File: src/rtl/sqpd_pkg.sv
// ----------------------------------------------------------------------------
// sqpd_pkg
// Shared types and codes for the SOGI quadrature phase detector: register
// indexes, product term codes, sequencer states and control groups.
// ----------------------------------------------------------------------------
package sqpd_pkg;

  // Width of one multiplier digit taken from the serial operand per cycle
  localparam int DIGIT_W = 4;

  // Configuration register indexes
  localparam int CFG_INDEX_W = 2;
  localparam logic [CFG_INDEX_W-1:0] CFG_BP_GAIN   = 2'd0;
  localparam logic [CFG_INDEX_W-1:0] CFG_FB_FIRST  = 2'd1;
  localparam logic [CFG_INDEX_W-1:0] CFG_FB_SECOND = 2'd2;
  localparam logic [CFG_INDEX_W-1:0] CFG_LP_GAIN   = 2'd3;

  // Product terms, in the order the sequencer issues them
  localparam int TERM_W = 3;
  localparam logic [TERM_W-1:0] TERM_BP_NUM = 3'd0;  // b0 * (u0 - u2)
  localparam logic [TERM_W-1:0] TERM_BP_FB1 = 3'd1;  // a1 * alpha1
  localparam logic [TERM_W-1:0] TERM_BP_FB2 = 3'd2;  // a2 * alpha2
  localparam logic [TERM_W-1:0] TERM_LP_NUM = 3'd3;  // qb0 * (u0 + 2u1 + u2)
  localparam logic [TERM_W-1:0] TERM_LP_FB1 = 3'd4;  // a1 * beta1
  localparam logic [TERM_W-1:0] TERM_LP_FB2 = 3'd5;  // a2 * beta2
  localparam logic [TERM_W-1:0] TERM_Q_COS  = 3'd6;  // cos * alpha
  localparam logic [TERM_W-1:0] TERM_Q_SIN  = 3'd7;  // sin * beta

  typedef enum logic [2:0] {
    ST_IDLE,
    ST_ISSUE,
    ST_WAIT,
    ST_ROUND,
    ST_CAPTURE
  } state_t;

  typedef struct packed {
    logic start;
    logic clear_acc;
  } mac_ctrl_t;

  typedef struct packed {
    logic load;
    logic coef_frac;
  } round_ctrl_t;

endpackage

File: src/rtl/sogi_qsg_phase_detector.sv
// ----------------------------------------------------------------------------
// sogi_qsg_phase_detector
// SOGI quadrature signal generator with Park q-axis phase error output.
//
//   Channel   Dir  Handshake               Payload (lowest bits first)
//   s_axis    in   tvalid / tready         sample, osc_cos, osc_sin
//   m_axis    out  tvalid / tready         q_error, alpha_out, beta_out
//   cfg       in   cfg_we                  cfg_index, cfg_data (Q3.20)
//
// Each product takes NDIG = ceil((SAMPLE_WIDTH+2)/4) operand digits, 5 at SW 16.
// Eight products run one after another through the shared 4-bit serial MAC.
// A new request is taken once the previous result sits in the output
// register; a stalled result blocks only the next result write-back.
// Reset is synchronous and clears coefficients, histories and control state.
// ----------------------------------------------------------------------------
module sogi_qsg_phase_detector #(
  parameter int  SAMPLE_WIDTH = 16,
  parameter int  COEF_WIDTH   = 24,
  localparam int TDATA_W      = ((3 * SAMPLE_WIDTH + 7) / 8) * 8
) (
  input  logic                             clk,
  input  logic                             rst,
  input  logic                             cfg_we,
  input  logic [sqpd_pkg::CFG_INDEX_W-1:0] cfg_index,
  input  logic [COEF_WIDTH-1:0]            cfg_data,
  input  logic                             s_axis_tvalid,
  output logic                             s_axis_tready,
  input  logic [TDATA_W-1:0]               s_axis_tdata,  // sample, osc_cos, osc_sin
  output logic                             m_axis_tvalid,
  input  logic                             m_axis_tready,
  output logic [TDATA_W-1:0]               m_axis_tdata   // q_error, alpha_out, beta_out
);

  localparam int SW  = SAMPLE_WIDTH;
  localparam int MW  = (COEF_WIDTH > SAMPLE_WIDTH) ? COEF_WIDTH : SAMPLE_WIDTH;
  localparam int OPW = ((SAMPLE_WIDTH + 2 + sqpd_pkg::DIGIT_W - 1) / sqpd_pkg::DIGIT_W)
                       * sqpd_pkg::DIGIT_W;
  localparam int ACC_W       = MW + OPW + 2;
  localparam int COEF_FRAC   = COEF_WIDTH - 4;
  localparam int SAMPLE_FRAC = SAMPLE_WIDTH - 1;

  sqpd_pkg::state_t       state;
  sqpd_pkg::state_t       state_next;
  logic [sqpd_pkg::TERM_W-1:0] term;

  logic signed [COEF_WIDTH-1:0] reg_b0;
  logic signed [COEF_WIDTH-1:0] reg_a1;
  logic signed [COEF_WIDTH-1:0] reg_a2;
  logic signed [COEF_WIDTH-1:0] reg_qb0;

  logic signed [SW-1:0] u0;
  logic signed [SW-1:0] osc_c;
  logic signed [SW-1:0] osc_s;
  logic signed [SW-1:0] u1;
  logic signed [SW-1:0] u2;
  logic signed [SW-1:0] alpha1;
  logic signed [SW-1:0] alpha2;
  logic signed [SW-1:0] beta1;
  logic signed [SW-1:0] beta2;
  logic signed [SW-1:0] alpha_cur;
  logic signed [SW-1:0] beta_cur;
  logic        [SW-1:0] out_q;
  logic        [SW-1:0] out_alpha;
  logic        [SW-1:0] out_beta;
  logic                 m_valid;

  logic signed [SW:0]     bp_num;
  logic signed [SW+1:0]   lp_num;
  logic signed [MW-1:0]   mcand_sel;
  logic signed [OPW-1:0]  opnd_sel;

  sqpd_pkg::mac_ctrl_t    mac_ctrl;
  sqpd_pkg::round_ctrl_t  round_ctrl;
  logic                   mac_done;
  logic signed [ACC_W-1:0] acc;
  logic signed [SW-1:0]   round_result;

  logic accept;
  logic term_inc;
  logic out_load;

  // Coefficient registers
  always_ff @(posedge clk) begin
    if (rst) begin
      reg_b0  <= '0;
      reg_a1  <= '0;
      reg_a2  <= '0;
      reg_qb0 <= '0;
    end else if (cfg_we) begin
      case (cfg_index)
        sqpd_pkg::CFG_BP_GAIN:   reg_b0  <= $signed(cfg_data);
        sqpd_pkg::CFG_FB_FIRST:  reg_a1  <= $signed(cfg_data);
        sqpd_pkg::CFG_FB_SECOND: reg_a2  <= $signed(cfg_data);
        sqpd_pkg::CFG_LP_GAIN:   reg_qb0 <= $signed(cfg_data);
        default: ;
      endcase
    end
  end

  // Numerator taps of the two biquads
  assign bp_num = (SW + 1)'(u0) - (SW + 1)'(u2);
  assign lp_num = (SW + 2)'(u0) + ((SW + 2)'(u1) <<< 1) + (SW + 2)'(u2);

  always_comb begin
    case (term)
      sqpd_pkg::TERM_BP_NUM: begin
        mcand_sel = MW'(reg_b0);
        opnd_sel  = OPW'(bp_num);
      end
      sqpd_pkg::TERM_BP_FB1: begin
        mcand_sel = MW'(reg_a1);
        opnd_sel  = OPW'(alpha1);
      end
      sqpd_pkg::TERM_BP_FB2: begin
        mcand_sel = MW'(reg_a2);
        opnd_sel  = OPW'(alpha2);
      end
      sqpd_pkg::TERM_LP_NUM: begin
        mcand_sel = MW'(reg_qb0);
        opnd_sel  = OPW'(lp_num);
      end
      sqpd_pkg::TERM_LP_FB1: begin
        mcand_sel = MW'(reg_a1);
        opnd_sel  = OPW'(beta1);
      end
      sqpd_pkg::TERM_LP_FB2: begin
        mcand_sel = MW'(reg_a2);
        opnd_sel  = OPW'(beta2);
      end
      sqpd_pkg::TERM_Q_COS: begin
        mcand_sel = MW'(osc_c);
        opnd_sel  = OPW'(alpha_cur);
      end
      sqpd_pkg::TERM_Q_SIN: begin
        mcand_sel = MW'(osc_s);
        opnd_sel  = OPW'(beta_cur);
      end
      default: begin
        mcand_sel = '0;
        opnd_sel  = '0;
      end
    endcase
  end

  sqpd_serial_mac #(
    .MW    (MW),
    .OPW   (OPW),
    .ACC_W (ACC_W)
  ) u_mac (
    .clk      (clk),
    .rst      (rst),
    .ctrl     (mac_ctrl),
    .mcand_in (mcand_sel),
    .opnd_in  (opnd_sel),
    .done     (mac_done),
    .acc      (acc)
  );

  sqpd_round_sat #(
    .ACC_W       (ACC_W),
    .SW          (SW),
    .COEF_FRAC   (COEF_FRAC),
    .SAMPLE_FRAC (SAMPLE_FRAC)
  ) u_round (
    .clk    (clk),
    .ctrl   (round_ctrl),
    .acc    (acc),
    .result (round_result)
  );

  always_ff @(posedge clk) begin
    if (rst) begin
      state <= sqpd_pkg::ST_IDLE;
    end else begin
      state <= state_next;
    end
  end

  always_comb begin
    state_next           = state;
    s_axis_tready        = 1'b0;
    accept               = 1'b0;
    term_inc             = 1'b0;
    out_load             = 1'b0;
    mac_ctrl.start       = 1'b0;
    mac_ctrl.clear_acc   = (term == sqpd_pkg::TERM_BP_NUM) ||
                           (term == sqpd_pkg::TERM_LP_NUM) ||
                           (term == sqpd_pkg::TERM_Q_COS);
    round_ctrl.load      = 1'b0;
    round_ctrl.coef_frac = (term != sqpd_pkg::TERM_Q_SIN);
    case (state)
      sqpd_pkg::ST_IDLE: begin
        s_axis_tready = 1'b1;
        if (s_axis_tvalid) begin
          accept     = 1'b1;
          state_next = sqpd_pkg::ST_ISSUE;
        end
      end
      sqpd_pkg::ST_ISSUE: begin
        mac_ctrl.start = 1'b1;
        state_next     = sqpd_pkg::ST_WAIT;
      end
      sqpd_pkg::ST_WAIT: begin
        if (mac_done) begin
          if ((term == sqpd_pkg::TERM_BP_FB2) || (term == sqpd_pkg::TERM_LP_FB2) ||
              (term == sqpd_pkg::TERM_Q_SIN)) begin
            state_next = sqpd_pkg::ST_ROUND;
          end else begin
            term_inc   = 1'b1;
            state_next = sqpd_pkg::ST_ISSUE;
          end
        end
      end
      sqpd_pkg::ST_ROUND: begin
        round_ctrl.load = 1'b1;
        state_next      = sqpd_pkg::ST_CAPTURE;
      end
      sqpd_pkg::ST_CAPTURE: begin
        if (term == sqpd_pkg::TERM_Q_SIN) begin
          // Hold until the output register is free
          if (!m_valid || m_axis_tready) begin
            out_load   = 1'b1;
            state_next = sqpd_pkg::ST_IDLE;
          end
        end else begin
          term_inc   = 1'b1;
          state_next = sqpd_pkg::ST_ISSUE;
        end
      end
      default: begin
        state_next = sqpd_pkg::ST_IDLE;
      end
    endcase
  end

  always_ff @(posedge clk) begin
    if (rst) begin
      term    <= sqpd_pkg::TERM_BP_NUM;
      m_valid <= 1'b0;
      u1      <= '0;
      u2      <= '0;
      alpha1  <= '0;
      alpha2  <= '0;
      beta1   <= '0;
      beta2   <= '0;
    end else begin
      if (accept) begin
        term <= sqpd_pkg::TERM_BP_NUM;
      end else if (term_inc) begin
        term <= term + sqpd_pkg::TERM_W'(1);
      end
      if (out_load) begin
        m_valid <= 1'b1;
        u2      <= u1;
        u1      <= u0;
        alpha2  <= alpha1;
        alpha1  <= alpha_cur;
        beta2   <= beta1;
        beta1   <= beta_cur;
      end else if (m_axis_tready) begin
        m_valid <= 1'b0;
      end
    end
  end

  // Request and result payload
  always_ff @(posedge clk) begin
    if (accept) begin
      u0    <= $signed(s_axis_tdata[SW-1:0]);
      osc_c <= $signed(s_axis_tdata[2*SW-1:SW]);
      osc_s <= $signed(s_axis_tdata[3*SW-1:2*SW]);
    end
    if ((state == sqpd_pkg::ST_CAPTURE) && (term == sqpd_pkg::TERM_BP_FB2)) begin
      alpha_cur <= round_result;
    end
    if ((state == sqpd_pkg::ST_CAPTURE) && (term == sqpd_pkg::TERM_LP_FB2)) begin
      beta_cur <= round_result;
    end
    if (out_load) begin
      out_q     <= round_result;
      out_alpha <= alpha_cur;
      out_beta  <= beta_cur;
    end
  end

  assign m_axis_tvalid = m_valid;
  assign m_axis_tdata  = TDATA_W'({out_beta, out_alpha, out_q});

endmodule

File: src/rtl/sqpd_serial_mac.sv
// ----------------------------------------------------------------------------
// sqpd_serial_mac
// Digit-serial multiply-accumulate: the operand shifts out one digit per
// cycle, most significant first, and the product builds up by Horner steps.
// ----------------------------------------------------------------------------
module sqpd_serial_mac #(
  parameter int MW    = 24,
  parameter int OPW   = 20,
  parameter int ACC_W = 46
) (
  input  logic                    clk,
  input  logic                    rst,
  input  sqpd_pkg::mac_ctrl_t     ctrl,
  input  logic signed [MW-1:0]    mcand_in,
  input  logic signed [OPW-1:0]   opnd_in,
  output logic                    done,
  output logic signed [ACC_W-1:0] acc
);

  localparam int NDIG   = OPW / sqpd_pkg::DIGIT_W;
  localparam int CNT_W  = $clog2(NDIG + 1);
  localparam int PROD_W = MW + sqpd_pkg::DIGIT_W + 1;
  localparam logic [CNT_W-1:0] CNT_FULL = CNT_W'(NDIG);

  logic signed [MW-1:0]                  mcand;
  logic        [OPW-1:0]                 opnd;
  logic signed [ACC_W-1:0]               part;
  logic        [CNT_W-1:0]               cnt;
  logic                                  busy;
  logic                                  clear;
  logic        [sqpd_pkg::DIGIT_W-1:0]   digit;
  logic signed [sqpd_pkg::DIGIT_W:0]     digit_ext;
  logic signed [PROD_W-1:0]              prod;
  logic signed [ACC_W-1:0]               part_next;

  always_comb begin
    digit = opnd[OPW-1 -: sqpd_pkg::DIGIT_W];
    // Top digit carries the operand sign, the rest are unsigned
    if (cnt == CNT_FULL) begin
      digit_ext = $signed({digit[sqpd_pkg::DIGIT_W-1], digit});
    end else begin
      digit_ext = $signed({1'b0, digit});
    end
    prod      = mcand * digit_ext;
    part_next = (part <<< sqpd_pkg::DIGIT_W) + ACC_W'(prod);
  end

  assign done = busy && (cnt == '0);

  always_ff @(posedge clk) begin
    if (rst) begin
      busy <= 1'b0;
      cnt  <= '0;
    end else if (ctrl.start) begin
      mcand <= mcand_in;
      opnd  <= opnd_in;
      part  <= '0;
      cnt   <= CNT_FULL;
      clear <= ctrl.clear_acc;
      busy  <= 1'b1;
    end else if (busy) begin
      if (cnt != '0) begin
        part <= part_next;
        opnd <= opnd << sqpd_pkg::DIGIT_W;
        cnt  <= cnt - CNT_W'(1);
      end else begin
        acc  <= (clear ? '0 : acc) + part;
        busy <= 1'b0;
      end
    end
  end

endmodule

File: src/rtl/sqpd_round_sat.sv
// ----------------------------------------------------------------------------
// sqpd_round_sat
// Rounds the accumulated sum half up at one of two fixed binary points and
// saturates it to the sample width; the result is registered.
// ----------------------------------------------------------------------------
module sqpd_round_sat #(
  parameter int ACC_W       = 46,
  parameter int SW          = 16,
  parameter int COEF_FRAC   = 20,
  parameter int SAMPLE_FRAC = 15
) (
  input  logic                      clk,
  input  sqpd_pkg::round_ctrl_t     ctrl,
  input  logic signed [ACC_W-1:0]   acc,
  output logic signed [SW-1:0]      result
);

  localparam logic [ACC_W-1:0] HALF_COEF   = ACC_W'(1) << (COEF_FRAC - 1);
  localparam logic [ACC_W-1:0] HALF_SAMPLE = ACC_W'(1) << (SAMPLE_FRAC - 1);
  localparam logic [SW-1:0]    SAT_MAX     = {1'b0, {(SW-1){1'b1}}};
  localparam logic [SW-1:0]    SAT_MIN     = {1'b1, {(SW-1){1'b0}}};

  logic signed [ACC_W-1:0] rounded;
  logic signed [ACC_W-1:0] shifted;
  logic                    pos_ovf;
  logic                    neg_ovf;
  logic        [SW-1:0]    sat;

  always_comb begin
    rounded = acc + $signed(ctrl.coef_frac ? HALF_COEF : HALF_SAMPLE);
    shifted = ctrl.coef_frac ? (rounded >>> COEF_FRAC) : (rounded >>> SAMPLE_FRAC);
    // Bits above the sign of the result must all match the top bit
    pos_ovf = !shifted[ACC_W-1] && (|shifted[ACC_W-2:SW-1]);
    neg_ovf = shifted[ACC_W-1] && !(&shifted[ACC_W-2:SW-1]);
    if (pos_ovf) begin
      sat = SAT_MAX;
    end else if (neg_ovf) begin
      sat = SAT_MIN;
    end else begin
      sat = shifted[SW-1:0];
    end
  end

  always_ff @(posedge clk) begin
    if (ctrl.load) begin
      result <= $signed(sat);
    end
  end

endmodule

File: config.mk
export PLATFORM = sky130hd
export DESIGN_NAME = sogi_qsg_phase_detector
export DESIGN_NICKNAME = d
export VERILOG_FILES = /design/src/rtl/sqpd_pkg.sv /design/src/rtl/sogi_qsg_phase_detector.sv /design/src/rtl/sqpd_serial_mac.sv /design/src/rtl/sqpd_round_sat.sv
export SDC_FILE = /design/constraint.sdc
export NUM_CORES = 1
export LEC_CHECK = 0
export BUFFER_PORTS_ARGS = -buffer_cell sky130_fd_sc_hd__buf_2
export CAP_MARGIN = 25
export CORE_ASPECT_RATIO = 2
export CORE_UTILIZATION = 30
export DETAILED_ROUTE_END_ITERATION = 8
export PLACE_DENSITY_LB_ADDON = 0.15
export SLEW_MARGIN = 40
export SYNTH_ARGS = -nofsm -noshare
export SYNTH_HDL_FRONTEND = slang
export SYNTH_SLANG_ARGS = --single-unit
File: constraint.sdc
create_clock -name clk -period 11.23 [get_ports clk]
set_input_delay 1.123 -clock clk [delete_from_list [all_inputs] [get_ports clk]]
set_output_delay 1.123 -clock clk [all_outputs]
set_load 0.03 [all_outputs]
==> reports/results.txt <==
# rows - 164
H-tree levels - 2
Leak - 13.2 nW
core area - 99900 µm²
synth unique cells - 79
RSZ-0062 raised after global routing - no
Num CTS Buffers - 50
CP peak stage delay - 0.85 ns
Max-Slew Margin vs Limit - 0.463
Hold EP - reg_b0[0]$_SDFFE_PP0P_
dpl hpwl - 72400 µm
IO buf count - 128
root buf cell - clkbuf_16
Final Cycle Share - 0.576
# nets final - 3634
fraction of registers with async set/reset - 0
share of the synthesized area in the top cell type - 0.278
Slew Limit Fails - 0
Hold Buf Count CTS - 0
Req. time, crit path - 11.62 ns
Slowest cell on crit path - edfxtp_1
width of the die - 227 µm
share of cells above drive strength 1 - 0.0933
final hold violations - 0
EDFF count, synth - 281
max_cap viols - 0
reg2reg end - u_mac.part[29]$_SDFFCE_PP0P_
Area Growth Syn to Fin - 12.8%
final core occ - 0.342
most common library cells after synthesis - 530 x nand2_1, 333 x a21oi_1, 281 x edfxtp_1, 209 x inv_1, 203 x dfxtp_1
WP data arrival - 6.86 ns
Critical Path Source Type - flip-flop
Fin Clk Skew - 0.0315 ns
number of iterations in the first detailed-routing pass - 5
R2R Setup Slk - 4.77 ns
Clk Latency, worst-skew pair - 0.64 ns
number of DRC markers in iteration 0 - 1191
Hold Crit Start - reg_b0[0]$_SDFFE_PP0P_
sequential fraction of the synthesis area - 0.412
Post-CTS Setup Inserts - 0
RePlAce Congestion - 0.875
Cells after Synth - 3146
gr usage total - 0.190
Power Total - 10.2 mW
most frequent CP cell - fa_1
status - completed
clock-pin slew on the worst setup and hold paths - 0.07 ns
Crit. End Element - flip-flop
Worst Hold Depth - 2
residual DRC count - 0
reg2reg start - u_mac.opnd[19]$_DFFE_PP_
I/O pin count - 129
pwr/cell area - 297 nW/µm²
starting density of the core - 0.303
Vias/cell - 4.96
min cycle time layout - 6.46 ns
pin count of the biggest net entering global routing - 97
vias in the first global route - 24019
Reg2Reg Depth - 20
GR Overflow Total - 0
Critical Path, Cell by Cell - nand3_1 -> buf_4 -> or2_2 -> fa_1 -> fa_1 -> inv_1 -> fa_1 -> inv_1 -> fa_1 -> inv_1 -> ha_1 -> a21oi_1 -> nand4b_1 -> nor4bb_1 -> nor2_1 -> a31oi_1 -> o211ai_1 -> a211oi_1 -> o31ai_1 -> mux2i_1
Setup TNS - 0 ns
WS Path Type - flip-flop to flip-flop
FMAX - 0.155 GHz
synth top area cells - edfxtp_1 28%, dfxtp_1 13%, fa_1 11%
syn_nets - 3574
leading area contributor after synthesis - edfxtp_1
initial antenna violation count - 3
register bit total from synthesis - 484
Die Y - 452 µm
Mean Syn Cell Area - 9.64 µm²
first-pass GRT wire length - 146000 µm
Finish-stage setup viols - 0
Post-DRT Antenna Nets - 0
post_cts resized - 0
total wire length - 96500 µm
worst hold path type - flip-flop to flip-flop
Clock Sinks - 484
ys flop type - edfxtp_1
Yosys Warn Count - 0
CTS tree - done
vias - 22699
Post-Syn Area - 30300 µm²
slew of the pin with the lowest slew margin - 0.806 ns
maximum VDD drop - 0.153 mV
CTS Buffer Depth - 3
WL per Instance - 21.1 µm
worst-path fanout max - 26
die area - 102000 µm²
top-count cell post-synth - nand2_1
report_power, final:
| part | total (mW) | switching (mW) | internal [mW] | leakage (nW) |
|---|---|---|---|---|
| Sequential | 2.56 | 0.255 | 2.31 | 4.22 |
| Clock | 1.85 | 0.810 | 1.04 | 0.861 |
| Combinational | 5.75 | 3.56 | 2.20 | 8.13 |
stage by stage:
stage | setup WS (ns) | hold slack [ns] | cell area (µm²) | std cells
3_5_place_dp | 4.79 | 0.446 | 32400 | 4482
6_report | 4.77 | 0.454 | 34200 | 4577
3_3_place_gp | 4.89 | 0.441 | 32400 | 4482
2_1_floorplan | 5.56 | 0.433 | 30300 | 3146
4_1_cts | 4.78 | 0.455 | 34200 | 4576
5_1_grt | 4.34 | 0.468 | 34200 | 4577
per-layer routing:
layer,GRT usage,vias up,share of wire
met5,0,-,0
met3,0.0166,165,0.024
met1,0.188,11159,0.35
li1,-,10986,-
met4,0.0995,0,0.055
met2,0.382,389,0.57
state kept, by name (all words and copies together), names as in the netlist, 20 cells and up:
register,count
u_mac.acc,46
u_mac.part,46
reg_a1,24
reg_a2,24
reg_b0,24
reg_qb0,24
u_mac.mcand,24
u_mac.opnd,20
worst max path at each step:
stage	from	endpoint	depth (start not counted)
6_report	u_mac.opnd[19]$_DFFE_PP_	u_mac.part[29]$_SDFFCE_PP0P_	20
4_1_cts	u_mac.opnd[19]$_DFFE_PP_	u_mac.part[29]$_SDFFCE_PP0P_	20
2_1_floorplan	u_mac.opnd[16]$_DFFE_PP_	u_mac.part[40]$_SDFFCE_PP0P_	20
5_1_grt	u_mac.opnd[19]$_DFFE_PP_	u_mac.part[29]$_SDFFCE_PP0P_	20
3_3_place_gp	u_mac.opnd[19]$_DFFE_PP_	u_mac.part[29]$_SDFFCE_PP0P_	20
3_5_place_dp	u_mac.opnd[19]$_DFFE_PP_	u_mac.part[29]$_SDFFCE_PP0P_	20
layout make-up:
type | instances | area, µm²
well taps | 1328 | 1660
inverters | 211 | 795
flip-flops and latches | 484 | 12500
repair buffers | 166 | 951
clock buffers | 66 | 1460
diodes | 1 | 2.50
fillers | 10366 | 65700
multi-input cells | 2293 | 16500
clock inverters | 28 | 358
placed cells by master (no fill, tap or decap), drive strengths merged, types with 9 or more instances in the layout:
cell type  count
a41oi         22
inv          211
mux2          16
o21a          16
and3          22
clkinv        15
a31oi         32
a222oi        28
a211oi        17
o21bai        11
nor3          29
nand4         18
nand2b        16
fa           167
o21ai         95
ha           182
a21oi        333
edfxtp       281
nand3         41
nor2         195
a22oi         15
xor2          51
dfxtp        203
clkbuf        66
a221oi        16
or2            9
xnor2         89
buf          166
and2         110
a21o          65
nand2        530
nor2b         63
worst max-delay path: cells and delay by family (launching register included):
family | cells | cell delay (ns)
fa+ha+maj | 5 | 2.09
compound gates | 5 | 1.49
simple gates | 5 | 1.24
flops | 1 | 0.85
buf+inv | 4 | 0.41
mux | 1 | 0.14
cell families after synthesis:
group | count (synthesis) | synth area share
AND/OR/NAND/NOR | 1069 | 0.161
AO/OA/AOI/OAI | 714 | 0.148
flip-flops | 484 | 0.412
buffers and inverters | 369 | 0.0459
adder cells (fa/ha/maj) | 349 | 0.185
XOR/XNOR | 140 | 0.0404
multiplexers | 21 | 0.00759
Power figures use the tool's default switching activity.
